## src/rtl/core/tfh_pkg.sv

```systemverilog
package tfh_pkg;

  localparam int unsigned WordW    = 32;
  localparam int unsigned NumWords = 10;
  localparam int unsigned KeyWords = NumWords + 1;

  // tuple kind carried in the command field
  typedef enum logic [1:0] {
    CMD_IPV4       = 2'd0,
    CMD_IPV4_PORTS = 2'd1,
    CMD_IPV6       = 2'd2,
    CMD_IPV6_PORTS = 2'd3
  } cmd_e;

  typedef logic [WordW-1:0] word_t;
  typedef word_t [NumWords-1:0] word_vec_t;

  typedef struct packed {
    logic [7:0]  trace_tag;
    logic [15:0] dst_port;
    logic [15:0] src_port;
    logic [63:0] dst_addr_lo;
    logic [63:0] dst_addr_hi;
    logic [63:0] src_addr_lo;
    logic [63:0] src_addr_hi;
    logic [1:0]  command;
  } tuple_t;

  // key word 0 is consumed first
  localparam logic [WordW-1:0] HashKey [KeyWords] = '{
    32'h4439796b, 32'hb54c5023, 32'hb675ea5b, 32'h124f9f30,
    32'hb8a2c03d, 32'hdfdc4d02, 32'ha08c9b33, 32'h4af64a4c,
    32'h05c6fa34, 32'h3958d855, 32'h7d99583a
  };

  // contribution of one word; win holds the two key words it sweeps over
  function automatic word_t word_hash(input word_t w, input logic [2*WordW-1:0] win);
    word_t acc;
    acc = '0;
    for (int i = 0; i < WordW; i++) begin
      if (w[WordW-1-i]) begin
        acc = acc ^ win[2*WordW-1-i -: WordW];
      end
    end
    return acc;
  endfunction

endpackage

```

## src/rtl/core/toeplitz_flow_hash.sv

```systemverilog
// Channel   Dir  Width  Contents
// s_axis    in   304    flow tuple (command, addresses, ports, trace tag)
// m_axis    out  32     Toeplitz hash of the selected word sequence
//
// One transaction per cycle sustained while m_axis_tready_i stays high; three
// register stages: word selection, per-word key lanes, XOR reduction.
// Reset (rst_ni low, asynchronous) clears the stage valid bits only.
// Each stage holds its data while the stage after it is full and stalled;
// empty stages fill up, so stalls lose and repeat nothing.
module toeplitz_flow_hash (
  input  logic         clk_i,
  input  logic         rst_ni,
  input  logic         s_axis_tvalid_i,
  output logic         s_axis_tready_o,
  // [1:0] command, [65:2] src_addr_hi, [129:66] src_addr_lo,
  // [193:130] dst_addr_hi, [257:194] dst_addr_lo, [273:258] src_port,
  // [289:274] dst_port, [297:290] trace_tag, [303:298] zero
  input  logic [303:0] s_axis_tdata_i,
  output logic         m_axis_tvalid_o,
  input  logic         m_axis_tready_i,
  // [31:0] hash_value
  output logic [31:0]  m_axis_tdata_o
);

  tfh_pkg::tuple_t    tuple;
  tfh_pkg::word_vec_t words;
  tfh_pkg::word_vec_t partial;
  logic               sel_valid, sel_ready;
  logic               lane_valid, lane_ready;
  logic               red_ready;

  // struct field order matches the tdata packing, padding dropped
  assign tuple = s_axis_tdata_i[297:0];

  // stage 1: arrange the tuple into word slots for its command
  tfh_word_sel u_word_sel (
    .clk_i       (clk_i),
    .rst_ni      (rst_ni),
    .in_valid_i  (s_axis_tvalid_i),
    .in_ready_o  (s_axis_tready_o),
    .tuple_i     (tuple),
    .out_valid_o (sel_valid),
    .out_ready_i (sel_ready),
    .words_o     (words)
  );

  // stage 2: each word against its 64-bit key window
  tfh_lane_hash u_lane_hash (
    .clk_i       (clk_i),
    .rst_ni      (rst_ni),
    .in_valid_i  (sel_valid),
    .in_ready_o  (sel_ready),
    .words_i     (words),
    .out_valid_o (lane_valid),
    .out_ready_i (lane_ready),
    .partial_o   (partial)
  );

  // stage 3: fold lanes into the hash, doubles as the output register
  tfh_xor_reduce u_xor_reduce (
    .clk_i       (clk_i),
    .rst_ni      (rst_ni),
    .in_valid_i  (lane_valid),
    .in_ready_o  (lane_ready),
    .partial_i   (partial),
    .out_valid_o (m_axis_tvalid_o),
    .out_ready_i (red_ready),
    .hash_o      (m_axis_tdata_o)
  );

  assign red_ready = m_axis_tready_i;

  // back-pressure at the input only when every stage is full
  a_full_when_stalled: assert property (@(posedge clk_i) disable iff (!rst_ni)
    !s_axis_tready_o |-> (sel_valid && lane_valid && m_axis_tvalid_o && !m_axis_tready_i))
    else $error("input stalled while pipeline has room");

  a_sel_to_lane: assert property (@(posedge clk_i) disable iff (!rst_ni)
    (sel_valid && sel_ready) |=> lane_valid)
    else $error("stage 1 transaction lost");

  a_lane_to_out: assert property (@(posedge clk_i) disable iff (!rst_ni)
    (lane_valid && lane_ready) |=> m_axis_tvalid_o)
    else $error("stage 2 transaction lost");

endmodule

```

## src/rtl/core/tfh_word_sel.sv

```systemverilog
module tfh_word_sel (
  input  logic               clk_i,
  input  logic               rst_ni,
  input  logic               in_valid_i,
  output logic               in_ready_o,
  input  tfh_pkg::tuple_t    tuple_i,
  output logic               out_valid_o,
  input  logic               out_ready_i,
  output tfh_pkg::word_vec_t words_o
);

  tfh_pkg::word_vec_t words_d, words_q;
  logic               valid_q;
  tfh_pkg::word_t     port_word;
  tfh_pkg::word_t     trace_word;

  assign port_word  = {tuple_i.src_port, tuple_i.dst_port};
  assign trace_word = {24'd0, tuple_i.trace_tag};

  // unused word slots stay zero and add nothing to the hash
  always_comb begin
    words_d = '0;
    case (tfh_pkg::cmd_e'(tuple_i.command))
      tfh_pkg::CMD_IPV4_PORTS: begin
        words_d[0] = tuple_i.src_addr_lo[31:0];
        words_d[1] = tuple_i.dst_addr_lo[31:0];
        words_d[2] = port_word;
        words_d[3] = trace_word;
      end
      tfh_pkg::CMD_IPV6: begin
        words_d[0] = tuple_i.src_addr_hi[63:32];
        words_d[1] = tuple_i.src_addr_hi[31:0];
        words_d[2] = tuple_i.src_addr_lo[63:32];
        words_d[3] = tuple_i.src_addr_lo[31:0];
        words_d[4] = tuple_i.dst_addr_hi[63:32];
        words_d[5] = tuple_i.dst_addr_hi[31:0];
        words_d[6] = tuple_i.dst_addr_lo[63:32];
        words_d[7] = tuple_i.dst_addr_lo[31:0];
        words_d[8] = trace_word;
      end
      tfh_pkg::CMD_IPV6_PORTS: begin
        words_d[0] = tuple_i.src_addr_hi[63:32];
        words_d[1] = tuple_i.src_addr_hi[31:0];
        words_d[2] = tuple_i.src_addr_lo[63:32];
        words_d[3] = tuple_i.src_addr_lo[31:0];
        words_d[4] = tuple_i.dst_addr_hi[63:32];
        words_d[5] = tuple_i.dst_addr_hi[31:0];
        words_d[6] = tuple_i.dst_addr_lo[63:32];
        words_d[7] = tuple_i.dst_addr_lo[31:0];
        words_d[8] = port_word;
        words_d[9] = trace_word;
      end
      default: begin
        words_d[0] = tuple_i.src_addr_lo[31:0];
        words_d[1] = tuple_i.dst_addr_lo[31:0];
        words_d[2] = trace_word;
      end
    endcase
  end

  assign in_ready_o = !valid_q || out_ready_i;

  always_ff @(posedge clk_i or negedge rst_ni) begin
    if (!rst_ni) begin
      valid_q <= 1'b0;
    end else if (in_ready_o) begin
      valid_q <= in_valid_i;
    end
  end

  always_ff @(posedge clk_i) begin
    if (in_ready_o && in_valid_i) begin
      words_q <= words_d;
    end
  end

  assign out_valid_o = valid_q;
  assign words_o     = words_q;

endmodule

```

## src/rtl/core/tfh_lane_hash.sv

```systemverilog
module tfh_lane_hash (
  input  logic               clk_i,
  input  logic               rst_ni,
  input  logic               in_valid_i,
  output logic               in_ready_o,
  input  tfh_pkg::word_vec_t words_i,
  output logic               out_valid_o,
  input  logic               out_ready_i,
  output tfh_pkg::word_vec_t partial_o
);

  tfh_pkg::word_vec_t partial_d, partial_q;
  logic               valid_q;

  // one lane per word position, each against its own key window
  for (genvar j = 0; j < tfh_pkg::NumWords; j++) begin : g_lane
    assign partial_d[j] = tfh_pkg::word_hash(words_i[j],
                                             {tfh_pkg::HashKey[j], tfh_pkg::HashKey[j+1]});
  end

  assign in_ready_o = !valid_q || out_ready_i;

  always_ff @(posedge clk_i or negedge rst_ni) begin
    if (!rst_ni) begin
      valid_q <= 1'b0;
    end else if (in_ready_o) begin
      valid_q <= in_valid_i;
    end
  end

  always_ff @(posedge clk_i) begin
    if (in_ready_o && in_valid_i) begin
      partial_q <= partial_d;
    end
  end

  assign out_valid_o = valid_q;
  assign partial_o   = partial_q;

endmodule

```

## src/rtl/core/tfh_xor_reduce.sv

```systemverilog
module tfh_xor_reduce (
  input  logic               clk_i,
  input  logic               rst_ni,
  input  logic               in_valid_i,
  output logic               in_ready_o,
  input  tfh_pkg::word_vec_t partial_i,
  output logic               out_valid_o,
  input  logic               out_ready_i,
  output tfh_pkg::word_t     hash_o
);

  tfh_pkg::word_t hash_d, hash_q;
  logic           valid_q;

  always_comb begin
    hash_d = '0;
    for (int j = 0; j < tfh_pkg::NumWords; j++) begin
      hash_d = hash_d ^ partial_i[j];
    end
  end

  assign in_ready_o = !valid_q || out_ready_i;

  always_ff @(posedge clk_i or negedge rst_ni) begin
    if (!rst_ni) begin
      valid_q <= 1'b0;
    end else if (in_ready_o) begin
      valid_q <= in_valid_i;
    end
  end

  always_ff @(posedge clk_i) begin
    if (in_ready_o && in_valid_i) begin
      hash_q <= hash_d;
    end
  end

  assign out_valid_o = valid_q;
  assign hash_o      = hash_q;

endmodule

```

## config.mk

```make
export PLATFORM = sky130hd
export DESIGN_NAME = toeplitz_flow_hash
export DESIGN_NICKNAME = d
export VERILOG_FILES = /design/src/rtl/core/tfh_pkg.sv /design/src/rtl/core/toeplitz_flow_hash.sv /design/src/rtl/core/tfh_word_sel.sv /design/src/rtl/core/tfh_lane_hash.sv /design/src/rtl/core/tfh_xor_reduce.sv
export SDC_FILE = /design/constraint.sdc
export NUM_CORES = 2
export LEC_CHECK = 0
export ABC_CLOCK_PERIOD_IN_PS = 15200
export BUFFER_PORTS_ARGS = -buffer_cell sky130_fd_sc_hd__buf_2
export CAP_MARGIN = 20
export CELL_PAD_IN_SITES_DETAIL_PLACEMENT = 1
export CELL_PAD_IN_SITES_GLOBAL_PLACEMENT = 1
export CORE_MARGIN = 1.5
export CORE_UTILIZATION = 50
export CTS_CLUSTER_DIAMETER = 60
export DETAILED_ROUTE_END_ITERATION = 7
export GPL_ROUTABILITY_DRIVEN = 1
export GPL_TIMING_DRIVEN = 0
export PLACE_DENSITY = 0.81
export SYNTH_ARGS = -nofsm -noshare
export SYNTH_HDL_FRONTEND = slang
export SYNTH_HIERARCHICAL = 1
export SYNTH_SLANG_ARGS = --single-unit
```

## constraint.sdc

```tcl
create_clock -name clk_i -period 15.2 [get_ports clk_i]
set_input_delay 1.52 -clock clk_i [delete_from_list [all_inputs] [get_ports clk_i]]
set_output_delay 1.52 -clock clk_i [all_outputs]
set_load 0.01 [all_outputs]
```

# Yosys cells after proc, flatten, opt, wreduce, memory -nomap -nowiden
# Cells that the tools add are included.
dict set report word_totals {
  regBits 675
  inputBits 308
  output_inout_bits 34
  word_cells 680
}
dict set report op_classes {
  eq_ne 3
  mux 323
  bitwise 319
  n_reduce_logical 10
}
# op n
set ops {}
lappend ops {{$mux W32} 154}
lappend ops {{$mux W31} 84}
lappend ops {{$mux W30} 41}
lappend ops {{$not A17 Y17} 66}
lappend ops {{$not A18 Y18} 43}
lappend ops {{$not A16 Y16} 39}
lappend ops {{$mux W29} 20}
lappend ops {{$not A14 Y14} 34}
lappend ops {{$not A15 Y15} 31}
lappend ops {{$not A13 Y13} 28}
lappend ops {{$pmux W160 S2} 1}
lappend ops {{$xor A32 B32 Y32} 9}
lappend ops {{$not A19 Y19} 14}
lappend ops {{$mux W28} 9}
lappend ops {{$pmux W96 S2} 1}
lappend ops {{$not A20 Y20} 8}
lappend ops {{$not A11 Y11} 14}
lappend ops {{$mux W27} 5}
lappend ops {{$not A12 Y12} 10}
lappend ops {{$mux W26} 4}
lappend ops {{$not A10 Y10} 8}
lappend ops {{$not A15 Y16} 4}
lappend ops {{$pmux W32 S2} 1}
lappend ops {{$not A21 Y21} 3}
lappend ops {{other kinds (11)} 24}

# Logic depth before layout (Yosys ltp)
dict set report logic_depth {
  word_depth 63
  depth_mapped 6
  mapped_depth_nobuf 4
}

# Cells and area by module
# The synthesis kept the hierarchy.
# module instances cells_each area_each_um2 seq_area_each_um2
set modules_own_cells {}
lappend modules_own_cells {tfh_lane_hash 1 2764 34182.8 9634.2}
lappend modules_own_cells {tfh_word_sel 1 727 11827.6 8913.5}
lappend modules_own_cells {tfh_xor_reduce 1 292 3927.5 985.9}

# Least setup slack after synthesis
# No wires, ideal clock.
dict set report synth_timing {
  path_kind {input-to-reg}
  from {input m_axis_tready_i}
  to {register u_lane_hash.partial_q, in the netlist u_lane_hash/partial_o[0] (enable)}
  setup_ns 0.722
  arrival_ns 8.996
  t_required_ns 14.478
  slack_ns 5.482
  path_stages 3
  n_path_buf 0
  cell_sequence {nand2b_1 nand2b_1 and2_1}
}
dict set report synth_between {
  elab_chain_len 3
}
# item line
set synth_rtl {}
lappend synth_rtl {{start, declared} toeplitz_flow_hash.sv:20} ;# input logic m_axis_tready_i,
lappend synth_rtl {{$logic_or A1 B1 Y1} tfh_xor_reduce.sv:22} ;# assign in_ready_o = !valid_q || out_ready_i;
lappend synth_rtl {{$logic_or A1 B1 Y1} tfh_lane_hash.sv:21} ;# assign in_ready_o = !valid_q || out_ready_i;
lappend synth_rtl {{via sel_ready} toeplitz_flow_hash.sv:28} ;# logic sel_valid, sel_ready;
lappend synth_rtl {{$logic_and A1 B1 Y1} tfh_lane_hash.sv:32} ;# if (in_ready_o && in_valid_i) begin
lappend synth_rtl {{end signal, assigned} tfh_lane_hash.sv:33} ;# partial_q <= partial_d;
lappend synth_rtl {{end, declared} tfh_lane_hash.sv:12} ;# tfh_pkg::word_vec_t partial_d, partial_q;
# The timed path passes the listed nets, and every way through them passes these cells.
# A chain may end at the register's enable or synchronous reset.

# Final worst setup path
dict set report layout_timing {
  from {input m_axis_tready_i}
  to {output s_axis_tready_o}
}
dict set report layout_between {
  elab_chain_len 3
}
# item line
set layout_rtl {}
lappend layout_rtl {{$logic_or A1 B1 Y1} tfh_xor_reduce.sv:22}
lappend layout_rtl {{via lane_ready} toeplitz_flow_hash.sv:29} ;# logic lane_valid, lane_ready;
lappend layout_rtl {{$logic_or A1 B1 Y1} tfh_lane_hash.sv:21}
lappend layout_rtl {{via sel_ready} toeplitz_flow_hash.sv:28}
lappend layout_rtl {{$logic_or A1 B1 Y1} tfh_word_sel.sv:61} ;# assign in_ready_o = !valid_q || out_ready_i;
lappend layout_rtl {{end, declared} toeplitz_flow_hash.sv:14} ;# output logic s_axis_tready_o,
# The timed path passes the listed nets, and every way through them passes these cells.

==> key figures <==
Drt
  – Final wirelength: 155000 um
  – Via count: 29629
  – # DRC: 0
  – Avg WL per Cell: 27.7 um
  – Vias/cell: 5.31
  – DR top layer: met5
  – WL met2: 74200 um
  – Met3 Routed Length: 10000 um
  – TritonRoute pass-1 iters: 5
  – WL met1: 66000 um
  – Routed Antenna Nets: 0
  – 1st-iter DRT viols: 2578

Worst hold path
  – Hold EP: u_xor_reduce/out_valid_o$_DFFE_PN0N_
  – Hold depth: 1
  – Hold path start: u_lane_hash/out_valid_o$_DFFE_PN0N_
  – Hold crit path type: register to register

Clock tree
  – Root Driver: clkbuf_16
  – Clk sinks: 651
  – Latest clock arrival within the worst-skew pair: 0.67 ns
  – Post_cts resized: 0
  – Setup bufs post-CTS: 0
  – Clock transition at path regs: 0.05 ns
  – Clk buf depth: 3
  – CTS Buf Count: 82
  – CTS Hold Bufs: 0
  – CTS H-tree depth: 3
  – CTS tree: yes

Layout
  – N_diodes: 0
  – Area Overhead vs Synth: 12.7%
  – Post-route cell area: 56300 sq um
  – Share of cells above drive strength 1: 16.7%
  – Final net count: 4540
  – Fin util: 57.0%

Placement
  – Post-DP Area: 53500 sq um
  – Final RePlAce weighted congestion: 0.969
  – DP HPWL: 123000 um
  – IO buf count: 334

Timing
  – Final Max Tran Viols: 0
  – Setup violations, final: 0
  – Hold Vio Cnt, Final: 0
  – Setup TNS: 0 ns
  – Relative slew slack: 32.3%
  – Final worst-path cycle share: 25.2%
  – Fmax: 261 MHz
  – Min cycle time layout: 3.84 ns
  – Worst Max-Slew Pin Slew: 1.02 ns
  – Max Clock Skew: 0.0248 ns
  – RSZ-0062 raised after global routing: false

Logic synthesis
  – Seq/Total Area, Yosys: 39.1%
  – Synth warnings: 6
  – Netlist area before placement: 49900 sq um
  – EDFF count, synth: 648
  – Most common flop cell mapped by yosys: edfxtp_1
  – Avg Cell Area, Syn: 13.2 sq um
  – Number of distinct library cells after synthesis: 25
  – Post-synthesis register bit count: 651
  – Synth async-reset ratio: 0.461%
  – Post-synthesis instance total: 3783

Floorplanning
  – Initial Util: 50.6%
  – Die H: 319 um
  – FP Rows: 115
  – Io pins: 342
  – Die ar.: 102000 sq um
  – Placeable Area: 98700 sq um
  – Chip width: 319 um

Setup path
  – CP startpoint: m_axis_tready_i
  – Critical-path maximum fanout: 3
  – Worst path depth: 5
  – CP arrival: 2.32 ns
  – Required @ worst endpoint: 13.68 ns
  – FF-to-FF path depth: 7
  – Crit. End Element: primary output
  – Worst-path cell chain: buf_2, nand2b_1, nand2b_1, nand2b_1, buf_2
  – Worst R2R Start: u_xor_reduce/out_valid_o$_DFFE_PN0N_
  – Startpoint Class: primary input
  – Delay of the slowest critical-path stage: 0.20 ns
  – CP dominant cell by count: nand2b_1
  – CP top delay family: simple AND/OR/NAND/NOR gates
  – Crit path buf inv count: 2
  – Crit Path Category: primary input to primary output
  – Crit path max-delay cell type: nand2b_1
  – Crit Reg-Reg Endpoint: u_word_sel/words_o[231]$_DFFE_PP_
  – Register-to-register setup slack: 12.27 ns

Job
  – Maxcap violations: 0

Global routing
  – Initial antenna violation count: 11
  – Vias in the first global route: 31557
  – GRT Total Usage: 30.4%
  – Largest net degree at the start of global routing: 77
  – Gr ovfl total: 0
  – First-pass GRT wire length: 222000 um

Run status
  – Status: finished, final reports clean

Power and ir drop
  – Max rail drop VDD: 125 uV
  – Static Leak: 0.0219 uW
  – PD cells: 207 nW/um^2
[flip-flops by register name, summed over array words and instances, names as in the netlist]
signal	count
u_lane_hash/out_valid_o	1
u_lane_hash/partial_o	320
u_word_sel/out_valid_o	1
u_word_sel/words_o	296
u_xor_reduce/hash_o	32
u_xor_reduce/out_valid_o	1
[worst max path at each step]
| stage | endpoint | slack, ns |
|---|---|---|
| after floorplan | u_lane_hash/partial_o[0]$_DFFE_PP_ | 5.48 |
| after global placement | u_lane_hash/partial_o[22]$_DFFE_PP_ | 2.52 |
| after detailed placement | u_word_sel/words_o[38]$_DFFE_PP_ | 10.99 |
| after CTS | s_axis_tready_o | 11.33 |
| after global routing | s_axis_tready_o | 11.29 |
| final | s_axis_tready_o | 11.36 |
[power by group]
part,switching [uW],internal (uW),total [uW]
combinational,3360,2950,6310
sequential,339,2990,3330
clock,826,1180,2010
[layout make-up]
type / instances / area (sq um)
clock buffers: 91 / 2110
well taps: 1287 / 1610
multi-input cells: 2812 / 28900
repair buffers: 342 / 1890
inverters: 8 / 30.0
flip-flops and latches: 651 / 19500
plain buffers: 335 / 1530
clock inverters: 59 / 647
fillers: 9844 / 42400
[synth_stat cells (8+ instances only)]
cell type     n  share of area (%)
inv_1         8              0.060
xnor2_2      40                1.3
nand2_1      46               0.35
xor2_1      366                6.4
xnor3_1     305                 14
mux2_2       64                1.4
xnor2_1    1676                 29
xor3_1       34                1.6
a22o_1        9               0.16
buf_4        36               0.54
mux2i_1      16               0.32
and2_1      155                1.9
o21ai_0      23               0.23
and3_1       32               0.40
edfxtp_1    648                 39
buf_2        90               0.90
nor2b_1       9               0.11
clkbuf_1    203                1.5
[routing by layer]
metal	GRT usage [%]	vias to the layer above
met5	0	-
met4	8.23	4
met3	4.01	201
met2	50.7	1090
met1	41.7	15155
li1	-	13179
[placed cells by master (no fill, tap or decap), types with 2 or more instances in the layout]
master      Yosys  final
o21ai_0        23     23
dfrtp_1         3      3
xnor2_1      1676   1676
and3_1         32     32
xnor3_1       305    305
clkinv_2        0      9
xnor2_2        40     40
clkbuf_2        4      4
conb_1          1     24
and2_1        155    152
edfxtp_1      648    648
xor2_2          6      6
buf_16          0      8
buf_6           2      2
clkinvlp_4      0      7
mux2i_1        16     16
buf_4          36     36
inv_6           0      9
and2_4          0      2
clkinv_4        0      5
clkinv_8        0      2
inv_8           0      4
nand2_1        46     46
clkbuf_1      203    211
nand2b_1        6      6
nor2b_1         9      9
inv_1           8      8
a22o_1          9      9
bufinv_16       0     10
xor3_1         34     34
clkinv_1        0     13
xor2_1        366    366
clkbuf_16       0     83
buf_2          90    424
mux2_2         64     64
[per-stage QoR]
stage                     setup WS [ns]  power [uW]  instances  hold WS [ns]
after detailed placement          10.99        9560       5435         0.482
after global placement             2.52        9470       5427         0.470
after floorplan                    5.48        7540       3806         0.450
after global routing              11.29       12000       5585         0.515
final                             11.36       11600       5585         0.498
after CTS                         11.33       11600       5585         0.505
[cells by family after synthesis]
group	Yosys count	synth area share (%)
multiplexers	80	1.76
AND/OR/NAND/NOR	248	2.88
buffers and inverters	343	3.11
AO/OA/AOI/OAI	32	0.388
XOR/XNOR	2428	52.7
flip-flops	651	39.1
other	1	0.00751
Power figures use the tool's default switching activity.
